===== config.mk =====
export PLATFORM = sky130hd
export DESIGN_NAME = modular_exponentiation_core
export DESIGN_NICKNAME = d
export VERILOG_FILES = /design/src/hdl/modexp_pkg.sv /design/src/hdl/modular_exponentiation_core.sv /design/src/hdl/modexp_mulmod.sv
export SDC_FILE = /design/constraint.sdc
export NUM_CORES = 1
export LEC_CHECK = 0
export ABC_AREA = 1
export BUFFER_PORTS_ARGS = -buffer_cell sky130_fd_sc_hd__buf_2
export CAP_MARGIN = 20
export CELL_PAD_IN_SITES_DETAIL_PLACEMENT = 0
export CELL_PAD_IN_SITES_GLOBAL_PLACEMENT = 1
export CORE_MARGIN = 3
export CORE_UTILIZATION = 48
export CTS_CLUSTER_SIZE = 30
export DETAILED_ROUTE_END_ITERATION = 10
export PLACE_DENSITY_LB_ADDON = 0.1
export SLEW_MARGIN = 5
export SYNTH_ARGS = -nofsm -noshare
export SYNTH_HDL_FRONTEND = slang
export SYNTH_SLANG_ARGS = --single-unit

===== constraint.sdc =====
create_clock -name clk -period 11.2 [get_ports clk]
set_input_delay 2.24 -clock clk [delete_from_list [all_inputs] [get_ports clk]]
set_output_delay 2.24 -clock clk [all_outputs]
set_load 0.02 [all_outputs]

===== src/hdl/modexp_pkg.sv =====
// ----------------------------------------------------------------------------
// modexp_pkg
// Shared constants and types of the modular exponentiation core.
// ----------------------------------------------------------------------------
package modexp_pkg;

  localparam int WIDTH = 32;
  localparam int CNT_W = $clog2(WIDTH + 1);

  typedef logic [WIDTH-1:0] word_t;
  typedef logic [CNT_W-1:0] cnt_t;

  typedef enum logic [2:0] {
    ST_IDLE,
    ST_REDUCE,
    ST_SCAN,
    ST_SQUARE,
    ST_MULT,
    ST_FINISH
  } modexp_state_t;

endpackage


===== src/hdl/modular_exponentiation_core.sv =====
// ----------------------------------------------------------------------------
// modular_exponentiation_core
// Computes base ^ exponent mod modulus by left-to-right square and multiply.
// ----------------------------------------------------------------------------
// One item is worked at a time and the input is not ready until its result
// has been handed to the output register. Every modular product goes through
// one shared bit-serial multiplier, one multiplier bit per cycle, which then
// hands over the product. An item costs one such product to reduce the base,
// a scan of the exponent bits from the top down to the leading one, then one
// squaring for every lower bit and one more product for every lower one bit.
// When the exponent is zero or the modulus is below two the result is settled
// at once. A result still waiting in the output register holds the next one
// back until it is taken. The modulus register is written through the cfg
// port, which is always ready, and resets to 2.
module modular_exponentiation_core (
  input  logic        clk,
  input  logic        rst,
  input  logic        cfg_valid,
  output logic        cfg_ready,
  input  logic [31:0] cfg_data,        // modulus
  input  logic        s_axis_tvalid,
  output logic        s_axis_tready,
  input  logic [63:0] s_axis_tdata,    // [31:0] base_value, [63:32] exponent
  output logic        m_axis_tvalid,
  input  logic        m_axis_tready,
  output logic [31:0] m_axis_tdata     // [31:0] power_result
);
  import modexp_pkg::*;

  modexp_state_t state;
  modexp_state_t state_next;
  word_t         modulus;
  word_t         base_red;
  word_t         base_red_next;
  word_t         acc;
  word_t         acc_next;
  word_t         e;
  word_t         e_next;
  cnt_t          cnt;
  cnt_t          cnt_next;
  logic          out_load;

  logic          mm_start;
  word_t         mm_a;
  word_t         mm_b;
  logic          mm_done;
  word_t         mm_result;

  word_t         in_base;
  word_t         in_exp;

  assign in_base = s_axis_tdata[WIDTH-1:0];
  assign in_exp  = s_axis_tdata[32+WIDTH-1:32];

  assign cfg_ready     = 1'b1;
  assign s_axis_tready = (state == ST_IDLE);

  modexp_mulmod u_mulmod (
    .clk     (clk),
    .rst     (rst),
    .start   (mm_start),
    .op_a    (mm_a),
    .op_b    (mm_b),
    .modulus (modulus),
    .done    (mm_done),
    .result  (mm_result)
  );

  always_comb begin
    state_next    = state;
    base_red_next = base_red;
    acc_next      = acc;
    e_next        = e;
    cnt_next      = cnt;
    mm_start      = 1'b0;
    mm_a          = acc;
    mm_b          = acc;
    out_load      = 1'b0;
    unique case (state)
      ST_IDLE: begin
        if (s_axis_tvalid) begin
          e_next   = in_exp;
          cnt_next = CNT_W'(WIDTH);
          if (modulus <= WIDTH'(1)) begin
            acc_next   = '0;
            state_next = ST_FINISH;
          end else if (in_exp == '0) begin
            acc_next   = WIDTH'(1);
            state_next = ST_FINISH;
          end else begin
            mm_start   = 1'b1;
            mm_a       = WIDTH'(1);
            mm_b       = in_base;
            state_next = ST_REDUCE;
          end
        end
      end
      ST_REDUCE: begin
        if (mm_done) begin
          base_red_next = mm_result;
          acc_next      = mm_result;
          state_next    = ST_SCAN;
        end
      end
      ST_SCAN: begin
        e_next   = {e[WIDTH-2:0], 1'b0};
        cnt_next = cnt - 1'b1;
        if (e[WIDTH-1]) begin
          if (cnt == CNT_W'(1)) begin
            state_next = ST_FINISH;
          end else begin
            mm_start   = 1'b1;
            state_next = ST_SQUARE;
          end
        end
      end
      ST_SQUARE: begin
        if (mm_done) begin
          acc_next = mm_result;
          if (e[WIDTH-1]) begin
            mm_start   = 1'b1;
            mm_a       = base_red;
            mm_b       = mm_result;
            state_next = ST_MULT;
          end else begin
            e_next   = {e[WIDTH-2:0], 1'b0};
            cnt_next = cnt - 1'b1;
            if (cnt == CNT_W'(1)) begin
              state_next = ST_FINISH;
            end else begin
              mm_start   = 1'b1;
              mm_a       = mm_result;
              mm_b       = mm_result;
              state_next = ST_SQUARE;
            end
          end
        end
      end
      ST_MULT: begin
        if (mm_done) begin
          acc_next = mm_result;
          e_next   = {e[WIDTH-2:0], 1'b0};
          cnt_next = cnt - 1'b1;
          if (cnt == CNT_W'(1)) begin
            state_next = ST_FINISH;
          end else begin
            mm_start   = 1'b1;
            mm_a       = mm_result;
            mm_b       = mm_result;
            state_next = ST_SQUARE;
          end
        end
      end
      ST_FINISH: begin
        if (!m_axis_tvalid || m_axis_tready) begin
          out_load   = 1'b1;
          state_next = ST_IDLE;
        end
      end
      default: begin
        state_next = ST_IDLE;
      end
    endcase
  end

  always_ff @(posedge clk) begin
    if (rst) begin
      state         <= ST_IDLE;
      modulus       <= WIDTH'(2);
      m_axis_tvalid <= 1'b0;
    end else begin
      state <= state_next;
      if (cfg_valid && cfg_ready) begin
        modulus <= cfg_data[WIDTH-1:0];
      end
      if (out_load) begin
        m_axis_tvalid <= 1'b1;
      end else if (m_axis_tready) begin
        m_axis_tvalid <= 1'b0;
      end
    end
  end

  always_ff @(posedge clk) begin
    base_red <= base_red_next;
    acc      <= acc_next;
    e        <= e_next;
    cnt      <= cnt_next;
    if (out_load) begin
      m_axis_tdata <= acc;
    end
  end

endmodule


===== src/hdl/modexp_mulmod.sv =====
// ----------------------------------------------------------------------------
// modexp_mulmod
// Bit-serial modular multiplier: one multiplier bit per cycle, doubling and
// conditional add, each reduced by one compare and subtract.
// ----------------------------------------------------------------------------
module modexp_mulmod (
  input  logic                 clk,
  input  logic                 rst,
  input  logic                 start,
  input  modexp_pkg::word_t    op_a,
  input  modexp_pkg::word_t    op_b,
  input  modexp_pkg::word_t    modulus,
  output logic                 done,
  output modexp_pkg::word_t    result
);
  import modexp_pkg::*;

  word_t a;
  word_t b;
  word_t r;
  word_t m;
  cnt_t  cnt;
  logic  busy;

  logic [WIDTH:0] dbl_sum;
  word_t          dbl;
  logic [WIDTH:0] add_sum;
  word_t          r_next;

  always_comb begin
    dbl_sum = {1'b0, r} + {1'b0, r};
    if (dbl_sum >= {1'b0, m}) begin
      dbl = WIDTH'(dbl_sum - {1'b0, m});
    end else begin
      dbl = dbl_sum[WIDTH-1:0];
    end
    add_sum = {1'b0, dbl} + {1'b0, a};
    if (!b[WIDTH-1]) begin
      r_next = dbl;
    end else if (add_sum >= {1'b0, m}) begin
      r_next = WIDTH'(add_sum - {1'b0, m});
    end else begin
      r_next = add_sum[WIDTH-1:0];
    end
  end

  always_ff @(posedge clk) begin
    if (rst) begin
      busy <= 1'b0;
      done <= 1'b0;
      cnt  <= '0;
    end else begin
      done <= 1'b0;
      if (start) begin
        busy <= 1'b1;
        cnt  <= CNT_W'(WIDTH);
      end else if (busy) begin
        cnt <= cnt - 1'b1;
        if (cnt == CNT_W'(1)) begin
          busy <= 1'b0;
          done <= 1'b1;
        end
      end
    end
  end

  always_ff @(posedge clk) begin
    if (start) begin
      a <= op_a;
      b <= op_b;
      m <= modulus;
      r <= '0;
    end else if (busy) begin
      r <= r_next;
      b <= {b[WIDTH-2:0], 1'b0};
    end
  end

  assign result = r;

endmodule


==> results of run 1 <==
[cell usage after synthesis, types with 8 or more instances]
library cell               count
sky130_fd_sc_hd__buf_2        29
sky130_fd_sc_hd__a211o_1      27
sky130_fd_sc_hd__xnor2_1      21
sky130_fd_sc_hd__ha_1        100
sky130_fd_sc_hd__clkbuf_1     55
sky130_fd_sc_hd__nand3b_1     18
sky130_fd_sc_hd__nand4_1      38
sky130_fd_sc_hd__o21bai_1     10
sky130_fd_sc_hd__nand3_1     342
sky130_fd_sc_hd__nand2_2       8
sky130_fd_sc_hd__nand2_1    1085
sky130_fd_sc_hd__o21ai_0     188
sky130_fd_sc_hd__nor3_1       24
sky130_fd_sc_hd__xor2_1       29
sky130_fd_sc_hd__and2_1       31
sky130_fd_sc_hd__inv_2         8
sky130_fd_sc_hd__edfxtp_1    230
sky130_fd_sc_hd__nor2_1      408
sky130_fd_sc_hd__a21oi_1     137
sky130_fd_sc_hd__inv_1       582
sky130_fd_sc_hd__buf_1        11
sky130_fd_sc_hd__dfxtp_1      76
[worst paths after layout]
| kind | to | slack (ps) |
|---|---|---|
| hold reg to reg | u_mulmod.m[0]$_DFFE_PP_ | 450 |
| setup / recovery | u_mulmod.result[26]$_SDFFE_PP0P_ | 3490 |
| hold / removal | u_mulmod.m[0]$_DFFE_PP_ | 450 |
| setup reg to reg | u_mulmod.result[26]$_SDFFE_PP0P_ | 3490 |
[metal layers]
layer  global-route usage  vias up
met5                    0        -
li1                     -    11423
met3              0.05774      202
met2               0.5628     1089
met4               0.1483        0
met1               0.4686    11081
[state kept, by name (all words and copies together), names as in the netlist]
register	count
acc	32
u_mulmod.busy	1
modulus	32
state	3
m_axis_tdata	32
u_mulmod.cnt	6
m_axis_tvalid	1
u_mulmod.result	32
u_mulmod.b	32
u_mulmod.m	32
base_red	32
u_mulmod.a	32
u_mulmod.done	1
e	32
cnt	6
[cells by family after synthesis]
kind of cell               after synthesis  share of synthesized area
adders and majority gates              103                    0.05613
buffers and inverters                  703                     0.1180
other                                    1                  0.0001605
DFF                                    306                     0.3608
and+or+nand+nor                       1980                     0.3541
AOI/OAI and AO/OA                      390                    0.09212
xor gates and xnor gates                50                    0.01874
[critical path, delay by kind of cell, from the launching register on]
kind                       cells  cell delay (ps)
AOI/OAI and AO/OA              2              340
DFF                            1              670
adders and majority gates      3             1190
buffers and inverters          4              380
xor gates and xnor gates       1              560
and+or+nand+nor               25             4450
[cell type report]
| cell class | count | area (um2) |
|---|---|---|
| fillers | 4861 | 22210 |
| multi-input cells | 2524 | 12230 |
| flip-flops and latches | 306 | 8432 |
| inverters | 594 | 2232 |
| clock buffers | 47 | 1027 |
| repair buffers | 154 | 848.3 |
| well taps | 615 | 769.5 |
| clock inverters | 21 | 197.7 |
[metrics by stage]
step	cells	setup slack (ps)	cell area (um2)
4_1_cts	4260	3768	25710
2_1_floorplan	3533	5610	23360
6_report	4261	3488	25740
3_3_place_gp	4191	3846	24470
5_1_grt	4261	3114	25740
3_5_place_dp	4192	3817	24480
==> results.cfg, run 1 <==
[finish]
layout.cells.most_common = sky130_fd_sc_hd__nand2_1
nNetsFinal = 3823
antennaDiodeCount = 0
most-common-layout-cells = 1,085 x sky130_fd_sc_hd__nand2_1, 582 x sky130_fd_sc_hd__inv_1, 403 x sky130_fd_sc_hd__nor2_1, 341 x sky130_fd_sc_hd__nand3_1, 230 x sky130_fd_sc_hd__edfxtp_1
finish.utilization = 0.5368
syn_to_final_growth_pct = 10.17
drive_gt1_frac = 0.07104

[synth]
synthDistinctLibCells = 51
cell_count_after_synthesis = 3533
synth_area_leaders = sky130_fd_sc_hd__edfxtp_1 30%, sky130_fd_sc_hd__nand2_1 17%, sky130_fd_sc_hd__inv_1 9.4%, sky130_fd_sc_hd__nand3_1 7.3%, sky130_fd_sc_hd__nor2_1 6.6%
number_of_synthesized_flops_with_an_enable_pin = 230
netlist_area_um2 = 23360
yosys.area.top_type_share = 0.2956
synthesis.area_per_instance_um2 = 6.613
nets_in_the_synthesized_netlist = 3737
yosys_register_bits = 306
asyncSetResetFlopFracSynth = 0
synthesis.yosys.warnings = 0
post_synthesis_sequential_area_ratio = 0.3608
synth-main-ff-cell = sky130_fd_sc_hd__edfxtp_1
synth_top_cell_by_area = sky130_fd_sc_hd__edfxtp_1

[hold_path]
min_path_type = register to register
holdCritStartpoint = modulus[0]$_SDFFE_PP0P_
min_path_cells = 0

[timing]
fmaxAchievable_mhz = 129.7
finalWorstPathRequiredPeriod_ps = 7712
final-max-slew-violation-count = 0
setup_viol_count_final = 0
count_of_final_hold_check_violations = 0
rsz0062_at_grt = false
clock_skew_ps = 24.68
max-slew-margin-rel = 0.2882
finalCritPeriodShare = 0.6886
worst_slew_pin_slew_ps = 1065
hold_ws_ps = 452.9
post_route_setup_tns_ps = 0

[floorplanning]
area_of_the_die_um2 = 51350
die_width_um = 226.6
row_count = 80
core-area_um2 = 47950
initial_core_util = 0.4873
die_y_um = 226.6
pin_count = 136

[global_routing]
grt_use_total = 0.3498
pin_count_of_the_biggest_net_entering_global_routing = 122
globalRouteOverflowTotal = 0
grt_antenna_before_repair = 1
grt_pass1_wl_um = 134400
first_global_vias = 22152

[clock_tree]
post_cts.resized_instances = 0
cts-buffers-inserted = 39
clock_path_buffers = 3
cts_root_buffer = sky130_fd_sc_hd__clkbuf_16
cts_setup_buffers = 0
cts-hold-fix-buffers = 0
cts_tree = built
h_tree_depth = 2
clk_latency_ps = 570
cts.sink_count = 306
clk_transition_reported_paths_ps = 60

[route]
drc_errors = 0
drt_met1_wl_um = 38030
wirelength_um = 90790
detail_route.iter0.violations = 2513
count_of_vias_placed_by_the_detailed_router = 23795
dr.max_layer_used = met4
detail_route.wl_per_cell_um = 21.31
detailedRoute.firstPassIterationCount = 6
routed_wl_met2_um = 40750
antenna_violating_nets_post_route = 0
via_per_inst = 5.584
wl_met3_um = 7541

[worst_setup_path]
crit_path_max_fanout = 33
crit_path_frequent_cell = sky130_fd_sc_hd__nand2_1
worst-r2r-cell-count = 35
critical_path_startpoint_category = register
critPathMaxStageDelay_ps = 670
critical_path_required_ps = 11710
crit_arrival_ps = 8220
slowest_stage = sky130_fd_sc_hd__dfxtp_1
critical_path.startpoint = u_mulmod.result[23]$_SDFFE_PP0P_
path_class = register to register
worstReg2RegStart = u_mulmod.result[23]$_SDFFE_PP0P_
worstSetupEndpointType = register

[place]
dp_hpwl_um = 70900
numPortBuffers = 134
gpl.final_weighted_congestion = 1.015

[run_status]
outcome = complete, no violations

[run]
max_cap_viols = 0
Power of run 1 is not shown: default switching activity piles up to over one toggle a cycle in this logic, so the estimate is an artifact.
==> run 2, diff against run 1 <==
ABC_AREA = 0   (was 1)
clock period = 7.8 ns   (was 11.2 ns; I/O delays follow)
==> run 2 against run 1 <==
- non-clock buffer count rose by 55
- critical path type unchanged
- sequential share of layout area rose by 5.8 points
- wire length fell by 39%
- worst setup slack got worse by 3100 ps
- die area fell by 18%
- area after synthesis fell by 18%
- maximum frequency rose by 4.0%
==> results.cfg, run 2 <==
[run_status]
outcome = complete, no violations

[global_routing]
globalRouteOverflowTotal = 0
first_global_vias = 14869
grt_antenna_before_repair = 0
pin_count_of_the_biggest_net_entering_global_routing = 70
grt_pass1_wl_um = 84620
grt_use_total = 0.2570

[clock_tree]
clock_path_buffers = 3
cts.sink_count = 306
cts_root_buffer = sky130_fd_sc_hd__clkbuf_16
cts_tree = built
cts-buffers-inserted = 36
clk_latency_ps = 550
h_tree_depth = 2
cts-hold-fix-buffers = 0
clk_transition_reported_paths_ps = 60

[worst_setup_path]
critPathMaxStageDelay_ps = 500
reg2reg_end = u_mulmod.result[23]$_SDFFE_PP0P_
crit_arrival_ps = 7890
worst-r2r-cell-count = 29
path_class = register to register
critical_path_startpoint_category = register
crit_path_max_fanout = 11
slowest_stage = sky130_fd_sc_hd__dfxtp_1
critical-path-top-delay-family = compound AO/OA/AOI/OAI gates
critical_path_required_ps = 8280
r2r_slack_ps = 390
worstReg2RegStart = u_mulmod.result[1]$_SDFFE_PP0P_
worstSetupEndpointType = register
worstSetupPathDepth = 29
cp_num_buf_inv = 2

[place]
placed_area_um2 = 20550
gpl.final_weighted_congestion = 0.9666
post-place-cells = 2586
numPortBuffers = 134
dp_hpwl_um = 40740

[synth]
synth_most_common_cell = sky130_fd_sc_hd__edfxtp_1
cell_count_after_synthesis = 1973
post_synthesis_sequential_area_ratio = 0.4417
yosys_register_bits = 306
synthDistinctLibCells = 78
synth-main-ff-cell = sky130_fd_sc_hd__edfxtp_1
synth_top_cell_by_area = sky130_fd_sc_hd__edfxtp_1
nets_in_the_synthesized_netlist = 2177
netlist_area_um2 = 19080
asyncSetResetFlopFracSynth = 0
synth.cells.most_frequent = 230 x sky130_fd_sc_hd__edfxtp_1, 180 x sky130_fd_sc_hd__a21oi_1, 156 x sky130_fd_sc_hd__nor2_1
synthesis.area_per_instance_um2 = 9.672
number_of_synthesized_flops_with_an_enable_pin = 230
synthesis.yosys.warnings = 0
synth_area_leaders = sky130_fd_sc_hd__edfxtp_1 36%, sky130_fd_sc_hd__dfxtp_1 8.0%, sky130_fd_sc_hd__ha_1 6.6%, sky130_fd_sc_hd__a21oi_1 4.7%, sky130_fd_sc_hd__o21ai_0 3.5%
yosys.area.top_type_share = 0.3619

[hold_path]
min_delay_worst_endpoint = u_mulmod.m[0]$_DFFE_PP_
holdCritStartpoint = modulus[0]$_SDFFE_PP0P_
min_path_type = register to register
min_path_cells = 0

[finish]
layout.cells.most_common = sky130_fd_sc_hd__edfxtp_1
post_layout_nonfiller_instances = 2654
finish.instance_area_um2 = 21840
seqCellArea_um2 = 8428
antennaDiodeCount = 0
nNetsFinal = 2315
multi_input_comb_area_um2 = 10070
fill_cells = 3494
drive_gt1_frac = 0.1657
most-common-layout-cells = 230 x sky130_fd_sc_hd__edfxtp_1, 175 x sky130_fd_sc_hd__a21oi_1, 154 x sky130_fd_sc_hd__nor2_1, 140 x sky130_fd_sc_hd__nand2_1, 134 x sky130_fd_sc_hd__buf_2
finish.utilization = 0.5612
syn_to_final_growth_pct = 14.45

[timing]
clock_skew_ps = 24.85
worst_slew_pin_slew_ps = 1082
count_of_final_hold_check_violations = 0
finalWorstPathRequiredPeriod_ps = 7413
fmaxAchievable_mhz = 134.9
finalCritPeriodShare = 0.9504
final-max-slew-violation-count = 0
setup_viol_count_final = 0
hold_ws_ps = 442.6
max-slew-margin-rel = 0.2789

[route]
drc_errors = 0
antenna_violating_nets_post_route = 0
count_of_vias_placed_by_the_detailed_router = 15895
detailedRoute.firstPassIterationCount = 6
detail_route.wl_per_cell_um = 20.83
detail_route.iter0.violations = 1362
via_per_inst = 5.989
wirelength_um = 55270

[floorplanning]
initial_core_util = 0.4903
area_of_the_die_um2 = 42180
die_y_um = 205.4
die_width_um = 205.4
pin_count = 136
core-area_um2 = 38920
row_count = 72

[run]
max_cap_viols = 0
run 2: how the worst max path moves through the flow:
stage	start	slack, ps	end
global placement	u_mulmod.m[1]$_DFFE_PP_	180	u_mulmod.result[30]$_SDFFE_PP0P_
CTS	u_mulmod.m[1]$_DFFE_PP_	20	u_mulmod.result[30]$_SDFFE_PP0P_
floorplan	u_mulmod.m[1]$_DFFE_PP_	1130	u_mulmod.result[16]$_SDFFE_PP0P_
detailed placement	u_mulmod.m[1]$_DFFE_PP_	30	u_mulmod.result[30]$_SDFFE_PP0P_
finish	u_mulmod.result[1]$_SDFFE_PP0P_	390	u_mulmod.result[23]$_SDFFE_PP0P_
global route	u_mulmod.m[1]$_DFFE_PP_	-4	u_mulmod.result[31]$_SDFFE_PP0P_
run 2: area by class of cell:
type / instances / share of cell area
clock buffer: 48 / 0.04658
tap: 518 / 0.02968
clock inverter: 15 / 0.006302
inverter: 75 / 0.01295
multi-input combinational: 1483 / 0.4610
timing repair buffer: 209 / 0.05763
sequential: 306 / 0.3859
run 2: layer usage:
metal | global-route usage | vias up | share of wire | routed length [um]
met5 | 0 | - | 0 | 0
met4 | 0.05638 | 0 | 0.021 | 1177
met3 | 0.04129 | 74 | 0.081 | 4456
met2 | 0.3854 | 625 | 0.42 | 23270
met1 | 0.3916 | 7545 | 0.48 | 26370
li1 | - | 7651 | - | -
run 2: cell families (layout without fill, tap and decap cells):
group | count (synthesis) | count (layout) | synth area share
AOI/OAI and AO/OA | 639 | 639 | 0.2193
and+or+nand+nor | 560 | 560 | 0.1400
DFF | 306 | 306 | 0.4417
buffers and inverters | 184 | 347 | 0.03829
adders and majority gates | 103 | 103 | 0.06872
xor gates and xnor gates | 90 | 90 | 0.04131
muxes | 90 | 90 | 0.05049
other | 1 | 1 | 0.0001965
run 2: worst register-to-register path: cells and delay by family (launching register included):
kind | cells | cell delay (ps)
compound gates | 19 | 4140
fa+ha+maj | 3 | 1140
xor+xnor | 2 | 350
simple gates | 2 | 580
buf+inv | 2 | 290
mux | 1 | 360
flops | 1 | 500
run 2: stage by stage:
| step | setup slack, ps | TNS [ps] |
|---|---|---|
| 3_3_place_gp | 180.5 | 0 |
| 6_report | 386.7 | 0 |
| 2_1_floorplan | 1129 | 0 |
| 3_5_place_dp | 30.14 | 0 |
| 4_1_cts | 24.63 | 0 |
| 5_1_grt | -4.230 | -4.230 |
run 2: what timing repair did:
action / CTS / global route
buffers inserted: 0 / 4
resized for setup: 0 / 14
endpoints found under the setup margin: 0 / 32
Power of run 2 is left out for the same reason.
==> run 3, diff against run 2 <==
==> constraint.sdc (replaced) <==
create_clock -name clk -period 7.8 [get_ports clk]
set_input_delay 1.17 -clock clk [delete_from_list [all_inputs] [get_ports clk]]
set_output_delay 1.17 -clock clk [all_outputs]
set_load 0.02 [all_outputs]
==> run 3 against run 2 <==
- register-to-register slack got worse by 30 ps
- worst setup slack got worse by 27 ps
- die area did not move
- first-iteration DRC count rose by 14%
- global-route usage barely moved
- clock skew fell by 9.4 ps
- utilization rose by 0.59 points
- cell area rose by 1.0%
- worst hold slack improved by 12 ps
- final cell count rose by 0.11%
- wire length fell by 0.25%
- count of clock-buffer cells in the layout fell by 2
==> results.cfg, run 3 (synthesized netlist as in run 2, its figures left out) <==
[route]
via_per_inst = 5.957
antenna_violating_nets_post_route = 0
detailedRoute.firstPassIterationCount = 5
detail_route.iter0.violations = 1546
detail_route.wl_per_cell_um = 20.75
count_of_vias_placed_by_the_detailed_router = 15827
wirelength_um = 55140
drc_errors = 0

[timing]
count_of_final_hold_check_violations = 0
clock_skew_ps = 15.47
max-slew-margin-rel = 0.3268
finalWorstPathRequiredPeriod_ps = 7441
worst_slew_pin_slew_ps = 1010
final-max-slew-violation-count = 0
finalCritPeriodShare = 0.9539
fmaxAchievable_mhz = 134.4
setup_viol_count_final = 0
finalWorstSetupSlack_ps = 359.2

[finish]
most-common-layout-cells = 230 x sky130_fd_sc_hd__edfxtp_1, 175 x sky130_fd_sc_hd__a21oi_1, 154 x sky130_fd_sc_hd__nor2_1, 140 x sky130_fd_sc_hd__nand2_1, 134 x sky130_fd_sc_hd__buf_2
drive_gt1_frac = 0.1711
layout.cells.most_common = sky130_fd_sc_hd__edfxtp_1
syn_to_final_growth_pct = 15.65
nNetsFinal = 2318
antennaDiodeCount = 0

[hold_path]
min_path_type = register to register
holdCritStartpoint = modulus[0]$_SDFFE_PP0P_

[worst_setup_path]
critical_path_required_ps = 8210
critPathMaxStageDelay_ps = 510
worstReg2RegStart = u_mulmod.result[1]$_SDFFE_PP0P_
critical_path_startpoint_category = register
critical_path.startpoint = u_mulmod.result[1]$_SDFFE_PP0P_
worstSetupEndpointType = register
crit_path_max_fanout = 10
crit_arrival_ps = 7850
path_class = register to register
slowest_stage = sky130_fd_sc_hd__dfxtp_1

[global_routing]
globalRouteOverflowTotal = 0
grt_pass1_wl_um = 84960
pin_count_of_the_biggest_net_entering_global_routing = 70
grt_use_total = 0.2574
grt_antenna_before_repair = 0
first_global_vias = 14849

[place]
numPortBuffers = 134
place_ws_ps = 43.61
dp_hpwl_um = 40550
gpl.final_weighted_congestion = 0.9648

[clock_tree]
cts_root_buffer = sky130_fd_sc_hd__clkbuf_16
clk_transition_reported_paths_ps = 60
h_tree_depth = 2
cts_tree = built
clock_path_buffers = 3
cts-buffers-inserted = 37
clk_latency_ps = 550
cts.sink_count = 306

[run]
max_cap_viols = 0

[floorplanning]
core-area_um2 = 38920
initial_core_util = 0.4903
pin_count = 136
area_of_the_die_um2 = 42180
die_width_um = 205.4
row_count = 72
die_y_um = 205.4

[run_status]
outcome = complete, no violations
[run 3: path summary, 6_finish.rpt]
check / end / slack (ps) / cells past startpoint
max: u_mulmod.result[31]$_SDFFE_PP0P_ / 360 / 29
min: u_mulmod.m[0]$_DFFE_PP_ / 450 / 0
max reg2reg: u_mulmod.result[31]$_SDFFE_PP0P_ / 360 / 29
min reg2reg: u_mulmod.m[0]$_DFFE_PP_ / 450 / 0
[run 3: cell type report]
| cell class | instances | area, um2 |
|---|---|---|
| fillers | 3492 | 16850 |
| multi-input cells | 1483 | 10140 |
| inverters | 75 | 282.8 |
| flip-flops and latches | 306 | 8428 |
| clock inverters | 18 | 281.5 |
| repair buffers | 211 | 1277 |
| well taps | 518 | 648.1 |
| clock buffers | 46 | 1010 |
[run 3: repair_timing]
item,4_1_cts,5_1_grt
hold buffers,0,0
endpoints found under the setup margin,0,32
resized for setup,0,26
setup buffers,0,6
[run 3: worst max-delay path: cells and delay by family (launching register included)]
family,cells,cell delay (ps)
buffers and inverters,2,290
adders and majority gates,3,1100
AOI/OAI and AO/OA,18,3900
DFF,1,510
xor gates and xnor gates,2,280
and+or+nand+nor,2,570
muxes,2,630
[run 3: layer usage]
layer  track usage  part of all wire  vias up
li1              -                 -     7667
met3       0.04066             0.073       68
met1        0.3935              0.48     7545
met2        0.3833              0.43      547
met4       0.05980             0.021        0
met5             0                 0        -
[run 3: metrics by stage]
stage / utilization / hold WS (ps) / instance area [um2] / setup TNS (ps) / instances
after floorplan: - / 407.6 / 19080 / 0 / 1973
after global placement: 0.5280 / 428.8 / 20550 / 0 / 2586
after detailed placement: 0.5280 / 441.9 / 20550 / 0 / 2586
after CTS: 0.5612 / 460.2 / 21840 / 0 / 2650
after global routing: 0.5671 / 473.6 / 22070 / -39.91 / 2657
final: 0.5671 / 454.1 / 22070 / 0 / 2657
Power of run 3 is left out for the same reason.
